### src/rtl/core/hog_pkg.sv
package hog_pkg;

  localparam int MAX_WIDTH  = 1024;
  localparam int MAX_HEIGHT = 1024;
  localparam int COL_W      = $clog2(MAX_WIDTH);
  localparam int ROW_W      = $clog2(MAX_HEIGHT);
  localparam int DIM_W      = 11;
  localparam int PIX_W      = 8;
  localparam int GRAD_W     = 9;
  localparam int MAG_W      = 13;
  localparam int BIN_W      = 4;
  localparam int TAN_W      = 35;

  localparam logic REG_WIDTH  = 1'b0;
  localparam logic REG_HEIGHT = 1'b1;

  typedef enum logic [2:0] {
    GR_IDLE,
    GR_RD_A,
    GR_RD_B,
    GR_JOB1,
    GR_JOB2,
    GR_JOB3
  } grad_state_t;

  typedef enum logic [1:0] {
    EN_IDLE,
    EN_SQ,
    EN_RUN,
    EN_DONE
  } eng_state_t;

  typedef struct packed {
    logic signed [GRAD_W-1:0] gx;
    logic signed [GRAD_W-1:0] gy;
    logic                     last;
  } grad_job_t;

  // bin boundary tangents, Q32, boundary k+1 for index k
  function automatic logic signed [TAN_W-1:0] bound_tan(input logic [2:0] idx);
    logic signed [TAN_W-1:0] t;
    case (idx)
      3'd0:    t = -35'sd11796930665;
      3'd1:    t = -35'sd5116582226;
      3'd2:    t = -35'sd2478069789;
      3'd3:    t = -35'sd755631623;
      3'd4:    t = 35'sd759431784;
      3'd5:    t = 35'sd2482984629;
      3'd6:    t = 35'sd5125507284;
      default: t = 35'sd11828495153;
    endcase
    return t;
  endfunction

endpackage

### src/rtl/core/hog_feat.sv
module hog_feat (
  input  logic                              clk,
  input  logic                              rst,
  input  hog_pkg::grad_job_t                job,
  input  logic                              job_valid,
  output logic                              job_ready,
  output logic                              out_valid,
  input  logic                              out_ready,
  output logic signed [hog_pkg::GRAD_W-1:0] gradient_x,
  output logic signed [hog_pkg::GRAD_W-1:0] gradient_y,
  output logic [hog_pkg::MAG_W-1:0]         magnitude,
  output logic [hog_pkg::BIN_W-1:0]         orientation_bin,
  output logic                              last_of_frame
);
  import hog_pkg::*;

  localparam int SQ_W   = 25;
  localparam int R_W    = 26;
  localparam int D_W    = 19;
  localparam int PROD_W = TAN_W + D_W;
  localparam int CMP_W  = PROD_W + 1;
  localparam logic [3:0] LAST_STEP = 4'd12;
  localparam logic [3:0] NUM_BOUNDS = 4'd8;

  eng_state_t st, st_next;

  grad_job_t              cur;
  logic [SQ_W-1:0]        sq_v;
  logic [R_W-1:0]         sq_r;
  logic [3:0]             step;
  logic signed [D_W-1:0]  dval, numv;
  logic signed [PROD_W-1:0] prod;
  logic [BIN_W-1:0]       bin;

  logic signed [17:0]     gx2, gy2;
  logic [17:0]            sqsum;
  logic signed [D_W-1:0]  gx_ext, gy_ext;
  logic [R_W-1:0]         sq_bit, trial;
  logic signed [CMP_W-1:0] lhs, rhs;
  logic                   hit, load;

  assign gx2    = cur.gx * cur.gx;
  assign gy2    = cur.gy * cur.gy;
  assign sqsum  = 18'(gx2) + 18'(gy2);
  assign gx_ext = D_W'(cur.gx);
  assign gy_ext = D_W'(cur.gy);

  assign sq_bit = R_W'(1) << {(LAST_STEP - step), 1'b0};
  assign trial  = sq_r + sq_bit;

  assign lhs = $signed({numv, 32'd0});
  assign rhs = prod;
  assign hit = (dval > 0) ? (lhs >= rhs) : (lhs <= rhs);

  assign load      = (st == EN_DONE) && (!out_valid || out_ready);
  assign job_ready = (st == EN_IDLE);

  always_ff @(posedge clk) begin
    if (rst) begin
      st <= EN_IDLE;
    end else begin
      st <= st_next;
    end
  end

  always_comb begin
    st_next = st;
    unique case (st)
      EN_IDLE: if (job_valid) st_next = EN_SQ;
      EN_SQ:   st_next = EN_RUN;
      EN_RUN:  if (step == LAST_STEP) st_next = EN_DONE;
      EN_DONE: if (load) st_next = EN_IDLE;
      default: st_next = EN_IDLE;
    endcase
  end

  always_ff @(posedge clk) begin
    if (st == EN_IDLE && job_valid) cur <= job;
    if (st == EN_SQ) begin
      sq_v <= {sqsum[16:0], 8'd0};
      sq_r <= '0;
      step <= '0;
      dval <= gx_ext * D_W'(1000) + D_W'(1);
      numv <= gy_ext * D_W'(1000);
      bin  <= '0;
    end
    if (st == EN_RUN) begin
      step <= step + 4'd1;
      if ({1'b0, sq_v} >= trial) begin
        sq_v <= sq_v - trial[SQ_W-1:0];
        sq_r <= (sq_r >> 1) + sq_bit;
      end else begin
        sq_r <= sq_r >> 1;
      end
      if (step < NUM_BOUNDS) prod <= bound_tan(step[2:0]) * dval;
      if (step != '0 && step <= NUM_BOUNDS && hit) bin <= bin + BIN_W'(1);
    end
  end

  always_ff @(posedge clk) begin
    if (rst) begin
      out_valid <= 1'b0;
    end else if (load) begin
      out_valid <= 1'b1;
    end else if (out_ready) begin
      out_valid <= 1'b0;
    end
  end

  always_ff @(posedge clk) begin
    if (load) begin
      gradient_x      <= cur.gx;
      gradient_y      <= cur.gy;
      magnitude       <= sq_r[MAG_W-1:0];
      orientation_bin <= bin;
      last_of_frame   <= cur.last;
    end
  end

endmodule

### config.mk
export PLATFORM = sky130hd
export DESIGN_NAME = hog_feat
export DESIGN_NICKNAME = d
export VERILOG_FILES = /design/src/rtl/core/hog_pkg.sv /design/src/rtl/core/hog_feat.sv
export SDC_FILE = /design/constraint.sdc
export NUM_CORES = 2
export LEC_CHECK = 0
export BUFFER_PORTS_ARGS = -buffer_cell sky130_fd_sc_hd__clkbuf_2
export CAP_MARGIN = 20
export CELL_PAD_IN_SITES_DETAIL_PLACEMENT = 1
export CELL_PAD_IN_SITES_GLOBAL_PLACEMENT = 1
export CORE_MARGIN = 1
export CORE_UTILIZATION = 31
export CTS_CLUSTER_DIAMETER = 30
export DETAILED_ROUTE_END_ITERATION = 8
export PLACE_DENSITY = 0.62
export SLEW_MARGIN = 20
export SYNTH_ARGS = -nofsm -noshare
export SYNTH_HDL_FRONTEND = slang
export SYNTH_SLANG_ARGS = --single-unit
### constraint.sdc
create_clock -name clk -period 7.6 [get_ports clk]
set_input_delay 1.9 -clock clk [delete_from_list [all_inputs] [get_ports clk]]
set_output_delay 1.9 -clock clk [all_outputs]
set_load 0.03 [all_outputs]
---- After elaboration in Yosys (flattened, before gate mapping) ----
Index checks and enable logic that the tools add are counted.
Widths: inputs -> output; s select.
storage, ports and cells
  flip-flop bits (word level) ............. 206
  bits of input ports ..................... 23
  output and inout bits ................... 38
  word-level logic and storage cells ...... 84
cells by class
  $add $sub $neg .......................... 8
  multipliers ............................. 5
  magnitude comparators ................... 6
  eq/ne operators ......................... 13
  shift-type cells ........................ 1
  multiplexer cells ....................... 21
  reductions and logical operators ........ 13
operators by type and width
  operator               number
  $pmux 35 s7            1
  $mux 26                3
  $mux 25                3
  $mux 35                2
  $ge 51x54->1           1
  $le 51x54->1           1
  $mul 35x19->54         1
  $mul 9x9->17           2
  $mul 9x8->16 const B   2
  $add 25x26->26         1
  $add 26x26->26         1
  $ge 25x26->1           1
  $shl 1x5->26 const A   1
  $sub 25x25->25         1
  $mux 4                 5
  $add 19x2->19 const B  1
  $gt 19x1->1 const B    1
  $add 17x17->17         1
  $eq 3x3->1 const B     3
  $add 4x1->4 const B    2
  $pmux 2 s4             1
  $eq 3x2->1 const B     2
  $mux 2                 3
  $ne 2x2->1 const B     3
  17 further kinds       24

---- Depth between registers and ports, before layout ----
  word-level depth ........................ 6
  mapped depth ............................ 34

---- Worst setup path after synthesis ----
Ideal clock, no wire load.
  path type ............................... register to register
  from .................................... register step[0]
  to ...................................... register prod[51] (data pin)
  library setup time ...................... 0.267 ns
  arrival ................................. 8.075 ns
  required time ........................... 7.333 ns
  setup slack ............................. -0.742 ns
  stages on the path, launching flop included .. 31
  period minus slack after synthesis ...... 8.342 ns
  cells stage by stage .................... edfxtp_1 > clkbuf_1 > inv_1 > ha_1 > ha_1 > nor3_1 > and2_1 > clkbuf_1 > or4_1 > clkbuf_1 > clkbuf_1 > and2_1 > fa_1 > inv_1 > fa_1 > fa_1 > inv_1 > fa_1 > fa_1 > fa_1 > fa_1 > ha_1 > nand3_2 > o22ai_2 > a211oi_1 > a2111oi_2 > nor3b_1 > o2bb2ai_2 > or4_4 > a311oi_2 > xor2_1
between the ends
  word-level cells in the longest chain between the ends .. 5
ends and longest elaborated chain
  element                             RTL line        source
  from (decl)                         hog_feat.sv:30  logic [3:0] step;
  from (signal assigned)              hog_feat.sv:88  step <= step + 4'd1;
  $eq 3x3->1 (tied with other cells)  hog_pkg.sv:42   case (idx)
  $pmux 35 s7 *                       hog_pkg.sv:42
  $mux 35 *                           hog_feat.sv:95  if (step < NUM_BOUNDS) prod <= bound_tan(step[2:0]) * dval;
  $mux 35 *                           hog_feat.sv:87  if (st == EN_RUN) begin
  $mul 35x19->54 *                    hog_feat.sv:95
  to (signal assigned)                hog_feat.sv:95
  to (decl)                           hog_feat.sv:32  logic signed [PROD_W-1:0] prod;
Mark *: on every way between the ends. The rest lies on a longest branch, timed or not. The select of a mux whose other input is x is not followed.
A chain may end at the register's enable or synchronous reset.

---- Worst setup path in the final report ----
  from .................................... register step[1]
  to ...................................... register prod[51] (data pin)
Same word-level chain as after synthesis.

==> run_summary.xml <==
<?xml version="1.0" encoding="UTF-8"?>
<metrics>
  <group name="run_status">
    <metric name="outcome" unit="">complete, but fails checks</metric>
    <metric name="violations" unit="">negative setup slack</metric>
  </group>
  <group name="layout">
    <metric name="num-fill-cells" unit="">14000</metric>
    <metric name="num-nets-final" unit="">5443</metric>
    <metric name="layout_common_cells" unit="">781 x sky130_fd_sc_hd__inv_1, 748 x sky130_fd_sc_hd__fa_1, 382 x sky130_fd_sc_hd__ha_1</metric>
    <metric name="multi_input_combinational_cell_area" unit="mm²">0.0304</metric>
    <metric name="area.growth.synth_to_final" unit="%">20.6</metric>
    <metric name="post_route_cells_drive_above_1_share" unit="">0.165</metric>
    <metric name="final_common_cell" unit="">sky130_fd_sc_hd__inv_1</metric>
    <metric name="post-route-util" unit="">0.378</metric>
    <metric name="diodes" unit="">0</metric>
    <metric name="layout.area.seq" unit="mm²">0.00578</metric>
  </group>
  <group name="cts">
    <metric name="tritoncts" unit="">yes</metric>
    <metric name="clock_sink_count" unit="">203</metric>
    <metric name="clk_latency" unit="ps">630</metric>
    <metric name="number_of_h_tree_branching_levels" unit="">2</metric>
    <metric name="cts_hold_buf" unit="">0</metric>
    <metric name="clockRootBuffer" unit="">sky130_fd_sc_hd__clkbuf_16</metric>
    <metric name="tritoncts.num_buffers" unit="">60</metric>
    <metric name="clock_tree.buffer_depth" unit="">3</metric>
    <metric name="cts.reportedPaths.clkPinSlew" unit="ps">50</metric>
  </group>
  <group name="setup_path">
    <metric name="critical_path.max_fanout" unit="">7</metric>
    <metric name="r2r.worst_path.cells" unit="">26</metric>
    <metric name="slack_of_the_worst_reg_to_reg_path" unit="ps">-520</metric>
    <metric name="worst_ep_arrival_time" unit="ps">8480</metric>
    <metric name="crit_path_start_kind" unit="">flip-flop</metric>
    <metric name="crit_end" unit="">prod[51]$_DFFE_PP_</metric>
    <metric name="cp_data_required_time" unit="ps">7960</metric>
    <metric name="critical_path.reg2reg.startpoint" unit="">step[1]$_SDFFCE_PN0P_</metric>
    <metric name="critPathKind" unit="">reg2reg</metric>
    <metric name="crit-reg2reg-capture" unit="">prod[51]$_DFFE_PP_</metric>
    <metric name="critical_path.startpoint" unit="">step[1]$_SDFFCE_PN0P_</metric>
    <metric name="worst_setup_path_end_kind" unit="">flip-flop</metric>
  </group>
  <group name="timing">
    <metric name="maxSlewViolCount" unit="">0</metric>
    <metric name="finalClockSkew" unit="ps">36.1</metric>
    <metric name="final_hold_viol_count" unit="">0</metric>
    <metric name="fin_ws" unit="ps">-521</metric>
    <metric name="fmax" unit="MHz">123</metric>
    <metric name="timing_worst_slew_pin_value" unit="ps">907</metric>
    <metric name="setup_violations" unit="">17</metric>
    <metric name="crit_path_time_final" unit="ps">8120</metric>
    <metric name="layout_worst_path_cycle_share" unit="">1.07</metric>
    <metric name="max-slew-margin-rel" unit="">0.393</metric>
    <metric name="unrepaired_setup_endpoints_after_global_routing" unit="">yes</metric>
  </group>
  <group name="floorplan">
    <metric name="floorplan.die.width" unit="µm">356</metric>
    <metric name="fp.dieArea" unit="mm²">0.127</metric>
    <metric name="core_area" unit="mm²">0.124</metric>
    <metric name="chipHeight" unit="µm">356</metric>
    <metric name="placement_rows" unit="">129</metric>
    <metric name="pin_count" unit="">61</metric>
    <metric name="initial_utilization" unit="">0.313</metric>
  </group>
  <group name="route">
    <metric name="remaining_design_rule_violation_count" unit="">0</metric>
    <metric name="routed_via_density" unit="">4.71</metric>
    <metric name="final_routed_wire_length_divided_by_cell_count" unit="µm">19.3</metric>
    <metric name="drt_first_iter_violations" unit="">1180</metric>
    <metric name="drt.antenna.violating_nets" unit="">0</metric>
    <metric name="total_via_count_in_the_routed_design" unit="">27900</metric>
    <metric name="drt_first_pass_iters" unit="">5</metric>
    <metric name="totalWireLength" unit="mm">115</metric>
  </group>
  <group name="yosys">
    <metric name="netlist.area_leader.share" unit="">0.394</metric>
    <metric name="yosysSeqAreaShare" unit="">0.149</metric>
    <metric name="ys.flop_type" unit="">sky130_fd_sc_hd__edfxtp_1</metric>
    <metric name="synth.top_cells.by_area" unit="">sky130_fd_sc_hd__fa_1 39%, sky130_fd_sc_hd__edfxtp_1 13%, sky130_fd_sc_hd__ha_1 13%</metric>
    <metric name="synth_largest_area_cell" unit="">sky130_fd_sc_hd__fa_1</metric>
    <metric name="synth_seq_cells" unit="">203</metric>
    <metric name="mappedNetlistNets" unit="">5060</metric>
    <metric name="ys_async_sr_fraction" unit="">0</metric>
    <metric name="number_of_flops_mapped_to_enable_cells_by_yosys" unit="">171</metric>
    <metric name="synthesis.area" unit="mm²">0.0388</metric>
    <metric name="syn_avg_cell_area" unit="µm²">10.1</metric>
    <metric name="post_synth_inst_count" unit="">3862</metric>
    <metric name="synth.distinct_cells" unit="">82</metric>
    <metric name="synth.yosys.warnings" unit="">0</metric>
  </group>
  <group name="flow_run">
    <metric name="drv_cap" unit="">0</metric>
  </group>
  <group name="global_route">
    <metric name="grt_overflow_total" unit="">0</metric>
    <metric name="initial_antenna_violation_count" unit="">3</metric>
    <metric name="first_global_vias" unit="">32500</metric>
    <metric name="grt_first_pass_wirelength" unit="mm">184</metric>
    <metric name="groute.usage.overall" unit="">0.188</metric>
    <metric name="largest_net_degree_at_the_start_of_global_routing" unit="">55</metric>
  </group>
  <group name="place">
    <metric name="buffer_ports.inserted" unit="">60</metric>
    <metric name="final_replace_weighted_congestion" unit="">0.875</metric>
    <metric name="hpwl" unit="mm">96.8</metric>
  </group>
  <group name="hold_path">
    <metric name="hp-class" unit="">reg2reg</metric>
  </group>
</metrics>
[worst min-delay path by stage]
stage                                 from                 endpoint  slack, ps  cells past startpoint
after floorplan           cur[0]$_DFFE_PP_  last_of_frame$_DFFE_PP_        400                      0
after global placement    cur[0]$_DFFE_PP_  last_of_frame$_DFFE_PP_        400                      0
after detailed placement  cur[0]$_DFFE_PP_  last_of_frame$_DFFE_PP_        410                      0
after CTS                 cur[0]$_DFFE_PP_  last_of_frame$_DFFE_PP_        420                      0
after global routing      cur[0]$_DFFE_PP_  last_of_frame$_DFFE_PP_        430                      0
final                     cur[0]$_DFFE_PP_  last_of_frame$_DFFE_PP_        420                      0
[cells in the mapped netlist (5+ instances only)]
master	n
sky130_fd_sc_hd__inv_1	793
sky130_fd_sc_hd__fa_1	765
sky130_fd_sc_hd__ha_1	410
sky130_fd_sc_hd__nand2_1	357
sky130_fd_sc_hd__and2_1	255
sky130_fd_sc_hd__nor2_1	178
sky130_fd_sc_hd__edfxtp_1	171
sky130_fd_sc_hd__xnor2_1	116
sky130_fd_sc_hd__clkbuf_1	110
sky130_fd_sc_hd__a21oi_1	96
sky130_fd_sc_hd__xor2_1	63
sky130_fd_sc_hd__a21o_1	55
sky130_fd_sc_hd__o21ai_0	49
sky130_fd_sc_hd__nand3_1	35
sky130_fd_sc_hd__dfxtp_1	32
sky130_fd_sc_hd__a211oi_1	27
sky130_fd_sc_hd__and3_1	26
sky130_fd_sc_hd__nor3_1	26
sky130_fd_sc_hd__nor2b_1	25
sky130_fd_sc_hd__a31oi_1	24
sky130_fd_sc_hd__nand4_1	23
sky130_fd_sc_hd__mux2i_1	20
sky130_fd_sc_hd__nand2b_1	19
sky130_fd_sc_hd__o21ai_1	18
sky130_fd_sc_hd__o21bai_1	17
sky130_fd_sc_hd__o21a_1	15
sky130_fd_sc_hd__nor4_1	10
sky130_fd_sc_hd__or2_2	9
sky130_fd_sc_hd__or3_1	9
sky130_fd_sc_hd__a31o_2	7
sky130_fd_sc_hd__o211ai_1	7
sky130_fd_sc_hd__a211o_1	6
sky130_fd_sc_hd__a21boi_0	6
sky130_fd_sc_hd__buf_2	5
sky130_fd_sc_hd__o31ai_1	5
[flip-flops by register name, summed over array words and instances, names as in the netlist]
register         cells
bin                  4
cur                 19
dval                16
gradient_x           9
gradient_y           9
last_of_frame        1
magnitude           13
numv                16
orientation_bin      4
out_valid            1
prod                54
sq_r                26
sq_v                25
st                   2
step                 4
[layout make-up]
cell class | instances | share of cell area
Sequential cell | 203 | 0.123
Inverter | 794 | 0.0639
Multi-Input combinational cell | 2744 | 0.649
Tap cell | 1637 | 0.0438
Clock inverter | 44 | 0.0125
Timing Repair Buffer | 442 | 0.0744
Clock buffer | 67 | 0.0331
[stage by stage]
stage	cells	area, µm²	worst slack, ps	setup TNS (ps)	hold WS [ps]
after floorplan	3862	39000	-385	-1570	400
after global placement	5791	43700	-764	-9110	404
after detailed placement	5791	43700	-800	-10890	414
after CTS	5919	46600	-532	-3960	420
after global routing	5931	46800	-795	-9440	429
final	5931	46800	-521	-3550	418
[worst max-delay path, stage by stage (launching register included)]
cell,delay (ps)
sky130_fd_sc_hd__edfxtp_1,440
sky130_fd_sc_hd__buf_4,180
sky130_fd_sc_hd__ha_2,190
sky130_fd_sc_hd__ha_4,160
sky130_fd_sc_hd__buf_4,150
sky130_fd_sc_hd__or4_4,560
sky130_fd_sc_hd__and2_4,180
sky130_fd_sc_hd__fa_1,500
sky130_fd_sc_hd__inv_2,50
sky130_fd_sc_hd__fa_1,520
sky130_fd_sc_hd__inv_1,50
sky130_fd_sc_hd__fa_1,460
sky130_fd_sc_hd__fa_1,560
sky130_fd_sc_hd__fa_1,430
sky130_fd_sc_hd__fa_2,570
sky130_fd_sc_hd__fa_1,460
sky130_fd_sc_hd__ha_4,320
sky130_fd_sc_hd__nand3_4,80
sky130_fd_sc_hd__nor2_2,110
sky130_fd_sc_hd__nand4_1,220
sky130_fd_sc_hd__a2111oi_2,410
sky130_fd_sc_hd__buf_4,200
sky130_fd_sc_hd__nor3b_4,70
sky130_fd_sc_hd__o2bb2ai_4,170
sky130_fd_sc_hd__or4_4,460
sky130_fd_sc_hd__a311oi_2,250
sky130_fd_sc_hd__xor2_1,110
[repair_timing]
action,4_1_cts,5_1_grt
buffers inserted,18,14
pin swaps,40,33
setup endpoints to repair,29,33
gates resized for setup,125,46
[layer usage]
metal	track usage	wire length [µm]
met1	0.237	49000
met2	0.331	57600
met3	0.0257	4140
met4	0.0603	3810
met5	0	18
[kinds of logic after synthesis]
| family | after synthesis | share of synthesized area |
|---|---|---|
| compound gates | 376 | 0.0651 |
| xor+xnor | 179 | 0.0404 |
| fa+ha+maj | 1175 | 0.527 |
| buf+inv | 915 | 0.0888 |
| flops | 203 | 0.149 |
| mux | 24 | 0.00632 |
| simple gates | 990 | 0.124 |
Power is left out: the tool's default activity adds up to more than one toggle a clock period on the data nets, which glitch-free logic cannot reach.
